File: src/design/crs_pkg.sv
// shared constants, control structs and saturation helper for the repulsion step block
`timescale 1ns / 1ps
package crs_pkg;

    localparam int AXES       = 7;
    localparam int MAX_POINTS = 64;
    localparam int IDX_W      = $clog2(MAX_POINTS);
    localparam int FRAC_BITS  = 16;
    localparam int COORD_W    = 32;
    localparam int CFG_W      = 31;
    localparam int H_W        = CFG_W - 1;
    localparam int DIFF_W     = COORD_W + 1;
    localparam int MAG_W      = DIFF_W;
    localparam int SQ_W       = 2 * MAG_W;
    localparam int SUM_W      = SQ_W + 1;
    localparam int HH_W       = 2 * H_W;
    localparam int NET_W      = 39;
    localparam int HE_W       = MAG_W + H_W;
    localparam int NUM_W      = MAG_W + 2 * FRAC_BITS;
    localparam int QUO_W      = 55;
    localparam int SHORT_ITER = 34;
    localparam int LONG_ITER  = QUO_W;
    localparam int CNT_W      = 6;
    localparam int REM_W      = SUM_W + 1;
    localparam int ROOT_W     = 34;
    localparam int SOP_W      = 2 * ROOT_W;
    localparam int SREM_W     = ROOT_W + 4;
    localparam int EXT_W      = 40;
    localparam int CFG_IDX_W  = 1;

    localparam logic OP_LOAD = 1'b0;
    localparam logic OP_MOVE = 1'b1;

    localparam logic [CFG_IDX_W-1:0] REG_WINDOW = 1'b0;
    localparam logic [CFG_IDX_W-1:0] REG_MASS   = 1'b1;

    localparam logic [1:0] DSEL_FORCE = 2'd0;
    localparam logic [1:0] DSEL_STEP  = 2'd1;
    localparam logic [1:0] DSEL_PROJ  = 2'd2;

    localparam logic [CFG_W-1:0] WINDOW_RESET = CFG_W'(52428800);
    localparam logic [CFG_W-1:0] MASS_RESET   = CFG_W'(65536);

    typedef struct packed {
        logic       load_pos;
        logic       clr_net;
        logic       load_d;
        logic       load_e;
        logic       sq_en;
        logic       div_start;
        logic [1:0] div_sel;
        logic       acc_force;
        logic       apply_step;
        logic       load_he;
        logic       apply_proj;
        logic       wr_en;
        logic       wr_pos;
    } lane_ctl_t;

    typedef struct packed {
        logic sum1_en;
        logic sum2_en;
        logic sqrt_start;
    } merge_ctl_t;

    typedef struct packed {
        logic sum_zero;
        logic gt;
        logic sqrt_busy;
    } merge_sts_t;

    function automatic logic signed [COORD_W-1:0] sat32(input logic signed [EXT_W-1:0] v);
        logic signed [EXT_W-1:0] hi;
        logic signed [EXT_W-1:0] lo;
        hi = EXT_W'(2147483647);
        lo = -EXT_W'(2147483647) - EXT_W'(1);
        if (v > hi)
            return COORD_W'(hi);
        else if (v < lo)
            return COORD_W'(lo);
        else
            return COORD_W'(v);
    endfunction

endpackage

File: src/design/crs_merge.sv
// merging stage: sum of squares over the lanes, radius compare, square root
`timescale 1ns / 1ps
module crs_merge
    import crs_pkg::*;
(
    input  logic              clk,
    input  logic              rst_n,
    input  merge_ctl_t        ctl,
    input  logic [SQ_W-1:0]   sq [AXES],
    input  logic [H_W-1:0]    h,
    output logic [SUM_W-1:0]  sum,
    output logic [ROOT_W-1:0] root_len,
    output merge_sts_t        sts
);

    logic [SUM_W-1:0]  part_reg [4];
    logic [SUM_W-1:0]  sum_reg;
    logic [HH_W-1:0]   hh_reg;
    logic              sq_busy_reg;
    logic [CNT_W-1:0]  cnt_reg;
    logic [SOP_W-1:0]  op_reg;
    logic [SREM_W-1:0] rem_reg;
    logic [ROOT_W-1:0] res_reg;
    logic [SREM_W-1:0] rem_shift;
    logic [SREM_W-1:0] trial;
    logic              ge;

    always_ff @(posedge clk)
    begin
        if (ctl.sum1_en)
        begin
            part_reg[0] <= SUM_W'(sq[0]) + SUM_W'(sq[1]);
            part_reg[1] <= SUM_W'(sq[2]) + SUM_W'(sq[3]);
            part_reg[2] <= SUM_W'(sq[4]) + SUM_W'(sq[5]);
            part_reg[3] <= SUM_W'(sq[6]);
        end
        if (ctl.sum2_en)
            sum_reg <= (part_reg[0] + part_reg[1]) + (part_reg[2] + part_reg[3]);
        hh_reg <= HH_W'(h) * HH_W'(h);
    end

    // digit-by-digit root, two operand bits per cycle
    assign rem_shift = {rem_reg[SREM_W-3:0], op_reg[SOP_W-1:SOP_W-2]};
    assign trial     = SREM_W'({res_reg, 2'b01});
    assign ge        = rem_shift >= trial;

    always_ff @(posedge clk or negedge rst_n)
    begin
        if (!rst_n)
        begin
            sq_busy_reg <= 1'b0;
            cnt_reg     <= '0;
        end
        else if (ctl.sqrt_start)
        begin
            sq_busy_reg <= 1'b1;
            cnt_reg     <= CNT_W'(ROOT_W);
        end
        else if (sq_busy_reg)
        begin
            cnt_reg <= cnt_reg - 1'b1;
            if (cnt_reg == CNT_W'(1))
                sq_busy_reg <= 1'b0;
        end
    end

    always_ff @(posedge clk)
    begin
        if (ctl.sqrt_start)
        begin
            op_reg  <= SOP_W'(sum_reg);
            rem_reg <= '0;
            res_reg <= '0;
        end
        else if (sq_busy_reg)
        begin
            rem_reg <= ge ? rem_shift - trial : rem_shift;
            res_reg <= {res_reg[ROOT_W-2:0], ge};
            op_reg  <= {op_reg[SOP_W-3:0], 2'b00};
        end
    end

    assign sum           = sum_reg;
    assign root_len      = res_reg;
    assign sts.sum_zero  = (sum_reg == '0);
    assign sts.gt        = sum_reg > SUM_W'(hh_reg);
    assign sts.sqrt_busy = sq_busy_reg;

endmodule

File: config.mk
export PLATFORM = sky130hd
export DESIGN_NAME = crs_merge
export DESIGN_NICKNAME = d
export VERILOG_FILES = /design/src/design/crs_pkg.sv /design/src/design/crs_merge.sv
export SDC_FILE = /design/constraint.sdc
export NUM_CORES = 2
export LEC_CHECK = 0
export ABC_AREA = 1
export BUFFER_PORTS_ARGS = -buffer_cell sky130_fd_sc_hd__buf_2
export CAP_MARGIN = 0
export CORE_ASPECT_RATIO = 1.4
export CORE_MARGIN = 1.5
export CORE_UTILIZATION = 60
export DETAILED_ROUTE_END_ITERATION = 10
export PLACE_DENSITY = 0.91
export SKIP_CTS_REPAIR_TIMING = 1
export SLEW_MARGIN = 25
export SYNTH_ARGS = -nofsm -noshare
export SYNTH_HDL_FRONTEND = slang
export SYNTH_SLANG_ARGS = --single-unit
File: constraint.sdc
create_clock -name clk -period 4.53 [get_ports clk]
set_input_delay 0.2265 -clock clk [delete_from_list [all_inputs] [get_ports clk]]
set_output_delay 0.2265 -clock clk [all_outputs]
set_load 0.005 [all_outputs]
==> flow_summary.json, run 1 <==
{
  "run_status": "aborted with a tool error",
  "flow.stopped_at": "5_1_grt",
  "error": "[ERROR GRT-0232] Routing congestion too high. Check the congestion heatmap in the GUI.",
  "post_detailed_placement_cell_area_um2": 79400,
  "worst_endpoint_kind": "register data pin",
  "global_route.usage.total": 0.686,
  "yosys.area_share.xor_xnor": 0.0335,
  "globalRoute.totalOverflow": 103,
  "synth.cell_area_um2": 70200,
  "synth_mux_area_frac": 0,
  "cts-htree-levels": 2,
  "cts-root-buf": "sky130_fd_sc_hd__clkbuf_16",
  "std_cell_rows": 148,
  "dp.final_hpwl_mm": 237,
  "syn_nets": 10934,
  "die_height_um": 408,
  "ioPinCount": 601,
  "largest_net_degree_at_the_start_of_global_routing": 181,
  "postSynthRegisterBits": 538,
  "synth_top_cells_by_area": "sky130_fd_sc_hd__fa_1 (24%), sky130_fd_sc_hd__edfxtp_1 (17%), sky130_fd_sc_hd__ha_1 (11%)",
  "yosys-top-cells-count": "sky130_fd_sc_hd__nand2_1 (1985), sky130_fd_sc_hd__inv_1 (1929), sky130_fd_sc_hd__nor2_1 (830)",
  "synth.most_common_cell": "sky130_fd_sc_hd__nand2_1",
  "clock_tree.buffer_depth": 3,
  "setup_ws_pre_cts_ps": -2530,
  "postGrtWorstEndpoint": "hh_reg[37]$_DFF_P_/D",
  "fp.dieW_um": 292,
  "synth-edff-count": 401,
  "cts_made_buffers": 56,
  "cts.sinks": 538,
  "port_buffers": 600,
  "syn_area_per_cell_um2": 7.81,
  "synth_compound_gate_area_share": 0.100,
  "ys_dominant_reg_cell": "sky130_fd_sc_hd__edfxtp_1",
  "synthDominantCellAreaShare": 0.237,
  "synth_sequential_area_ratio": 0.211,
  "place_congestion": 1.06,
  "dominant_combinational_cell_family_by_area_after_synthesis": "adder cells",
  "synth_cells": 8985,
  "synth.largest_area_cell": "sky130_fd_sc_hd__fa_1",
  "yosys.area_share.adder": 0.348,
  "async_set_or_reset_register_ratio_after_synthesis": 0.0130,
  "synth-simple-area-share": 0.197,
  "placedCellCount": 11499,
  "start_util": 0.604,
  "synth_warnings": 0,
  "synth_cell_type_count": 59
}
[per-layer routing]
metal | GRT usage | GRT overflow
met5 | 0.323 | 0
met3 | 0.510 | 6
met1 | 0.682 | 9
met2 | 0.876 | 48
met4 | 0.654 | 40
[per-stage QoR]
stage | hold slack (ps) | setup TNS [ps] | util
4_1_cts | -724 | -73000 | 0.700
3_5_place_dp | 67.3 | -110900 | 0.684
3_3_place_gp | 58.0 | -104980 | 0.684
2_1_floorplan | -69.1 | -60020 | -
[kinds of logic after synthesis]
kind of cell,Yosys count
AOI/OAI and AO/OA,1266
adders and majority gates,1452
buffers and inverters,2060
and+or+nand+nor,3401
xor gates and xnor gates,268
DFF,538
==> run 2, diff against run 1 <==
--- a/config.mk
+++ b/config.mk
@@ -8,11 +8,10 @@
 export ABC_AREA = 1
 export BUFFER_PORTS_ARGS = -buffer_cell sky130_fd_sc_hd__buf_2
 export CAP_MARGIN = 0
-export CORE_ASPECT_RATIO = 1.4
 export CORE_MARGIN = 1.5
-export CORE_UTILIZATION = 60
+export CORE_UTILIZATION = 40
 export DETAILED_ROUTE_END_ITERATION = 10
-export PLACE_DENSITY = 0.91
+export PLACE_DENSITY_LB_ADDON = 0.15
 export SKIP_CTS_REPAIR_TIMING = 1
 export SLEW_MARGIN = 25
 export SYNTH_ARGS = -nofsm -noshare
==> flow_summary.json, run 2 <==
{
  "run_status": "finished with violations",
  "violated_checks": "negative setup slack",
  "antenna_found_initial": 5,
  "detail_route.drc_violations": 0,
  "place_congestion": 1.03,
  "syn_area_per_cell_um2": 7.81,
  "fp.dieW_um": 422,
  "maxCapViolCount": 0,
  "syn_nets": 10934,
  "ys_dominant_reg_cell": "sky130_fd_sc_hd__edfxtp_1",
  "ioPinCount": 601,
  "finalWorstPathRequiredPeriod_ps": 5900,
  "tightest_slew_ps": 955,
  "dieArea_um2": 178000,
  "core_um2": 174000,
  "finalSetupViolCount": 52,
  "port_buffers": 600,
  "finClkSkew_ps": 29.9,
  "arrival_ps": 6430,
  "post-route-worst-setup-slack_ps": -1370,
  "setup.worst_path.end_class": "register",
  "cts-root-buf": "sky130_fd_sc_hd__clkbuf_16",
  "yosys-top-cells-count": "sky130_fd_sc_hd__nand2_1 (1985), sky130_fd_sc_hd__inv_1 (1929), sky130_fd_sc_hd__nor2_1 (830)",
  "async_set_or_reset_register_ratio_after_synthesis": 0.0130,
  "synth_warnings": 0,
  "detailroute.via_count": 63472,
  "global_route.usage.total": 0.309,
  "globalRoute.totalOverflow": 0,
  "max_transition_viols_final": 0,
  "synth.most_common_cell": "sky130_fd_sc_hd__nand2_1",
  "clock_tree_from_tritoncts": "yes",
  "grt_first_pass_wirelength_mm": 410,
  "latest_clock_arrival_within_the_worst_skew_pair_ps": 670,
  "flip_flop_count_of_the_largest_register_all_copies_and_words_added": 267,
  "rsz0062_at_grt": "yes",
  "path_class": "input port to register",
  "detail_route.first_pass.iterations": 8,
  "dp.final_hpwl_mm": 248,
  "total_wirelength_of_the_detailed_routed_design_mm": 280,
  "finish.utilization": 0.493,
  "cts-htree-levels": 3,
  "mostFrequentLayoutCell": "sky130_fd_sc_hd__nand2_1",
  "min_period_over_period": 1.30,
  "synthDominantCellAreaShare": 0.237,
  "worst_min_delay_path_category": "input port to asynchronous set/reset pin",
  "timing.critical_path.fanout_max": 7,
  "clock_tree.buffer_depth": 3,
  "syn_to_final_growth_pct": 22.3,
  "start_util": 0.403,
  "filler_cell_count_in_the_final_layout": 17230,
  "largest_net_degree_at_the_start_of_global_routing": 175,
  "synth.largest_area_cell": "sky130_fd_sc_hd__fa_1",
  "finish.instance_area_um2": 85800,
  "synth_top_cells_by_area": "sky130_fd_sc_hd__fa_1 (24%), sky130_fd_sc_hd__edfxtp_1 (17%), sky130_fd_sc_hd__ha_1 (11%)",
  "cts.sinks": 538,
  "postSynthRegisterBits": 538,
  "synth.cell_area_um2": 70200,
  "clkSlewWorstSetupHoldPaths_ps": 60,
  "relSlewSlack": 0.363,
  "synth_sequential_area_ratio": 0.211,
  "synth-edff-count": 401,
  "final_layout_size_suffix_gt1_frac": 0.176,
  "cp_slowest_cell": "sky130_fd_sc_hd__fa_2",
  "crit_path_cell_trace": "buf_12 > buf_12 > nand2_4 > fa_1 > inv_2 > fa_1 > fa_1 > fa_2 > fa_2 > fa_2 > fa_1 > fa_1 > ha_4 > buf_6 > a21oi_4 > o21ai_2 > buf_4 > a21oi_4 > o21ai_1 > nand2_1 > nand3_4 > xor2_4",
  "die_height_um": 422,
  "timing_hold_violations_final": 0,
  "grt_pass1_vias": 65488,
  "layout.nets": 12142,
  "setup.worst_path.start_class": "input port",
  "post_detailed_placement_cell_area_um2": 80500,
  "max_stage_delay_ps": 630,
  "mostFrequentLayoutCells": "sky130_fd_sc_hd__nand2_1 (1897), sky130_fd_sc_hd__inv_1 (1858), sky130_fd_sc_hd__fa_1 (796)",
  "drtIter0Drc": 4425,
  "timing.hold.ws_ps": 16.1,
  "vias_per_cell": 5.05,
  "drtAntennaViolNets": 0,
  "std_cell_rows": 153,
  "drt-wirelength-per-cell_um": 22.2,
  "fmax_mhz": 170,
  "worst_path_most_repeated_cell": "sky130_fd_sc_hd__fa_1",
  "cts_made_buffers": 66,
  "synth_cells": 8985,
  "synth_cell_type_count": 59,
  "crit_required_ps": 5060
}
==> run 2: cell counts after synthesis <==
No cell type changed its count.
==> run 2: layout make-up <==
type / instances / area [um2] / share of cell area
sequential: 538 / 14800 / 0.173
antenna: 2 / 5.00 / 0.0000583
timing repair buffer: 1266 / 8930 / 0.104
clock inverter: 40 / 473 / 0.00551
tap: 2325 / 2910 / 0.0339
multi-input combinational: 6387 / 49700 / 0.579
clock buffer: 77 / 1710 / 0.0200
inverter: 1934 / 7270 / 0.0847
==> run 2: path summary, 6_finish.rpt <==
kind                            cells past startpoint                        to  slack [ps]                startpoint
worst max-delay path                               22        hh_reg[47]$_DFF_P_       -1370                     h[29]
worst min-delay path                                2    cnt_reg[5]$_DFFE_PN0P_          20                     rst_n
worst max register to register                     16         sum[51]$_DFFE_PP_         240  part_reg[1][1]$_DFFE_PP_
worst min register to register                      2   op_reg[67]$_SDFFE_PP0P_         460      op_reg[65]$_DFFE_PP_
max in group asynchronous                           2    cnt_reg[2]$_DFFE_PN0P_        4330                     rst_n
min in group clk                                    2  rem_reg[35]$_SDFFE_PP0P_         100                    ctl[0]
==> run 2: kinds of logic after synthesis <==
kind of cell / synth area share
buf+inv: 0.111
xor+xnor: 0.0335
fa+ha+maj: 0.348
compound gates: 0.100
simple gates: 0.197
flops: 0.211
==> run 2: stage by stage <==
stage | setup WS [ps] | TNS (ps) | instances
floorplan | -1420 | -60020 | 8985
global placement | -2460 | -107390 | 12333
detailed placement | -2470 | -109010 | 12333
CTS | -1780 | -72010 | 12450
global route | -1520 | -65430 | 12568
finish | -1370 | -55920 | 12569
==> run 2: layer usage <==
layer,up-vias,GRT usage,wire length (um)
li1,30628,-,-
met1,30795,0.392,118000
met3,376,0.0304,11600
met4,0,0.119,12400
met2,1673,0.539,138000
met5,-,0,0
==> run 2: worst max-delay path, delay by kind of cell <==
family                     cells  cell delay (ps)
adders and majority gates      9             4620
buffers and inverters          5              560
AOI/OAI and AO/OA              4              490
and+or+nand+nor                3              300
xor gates and xnor gates       1              220
Power of run 2 is not shown: default switching activity piles up to over one toggle a cycle in this logic, so the estimate is an artifact.
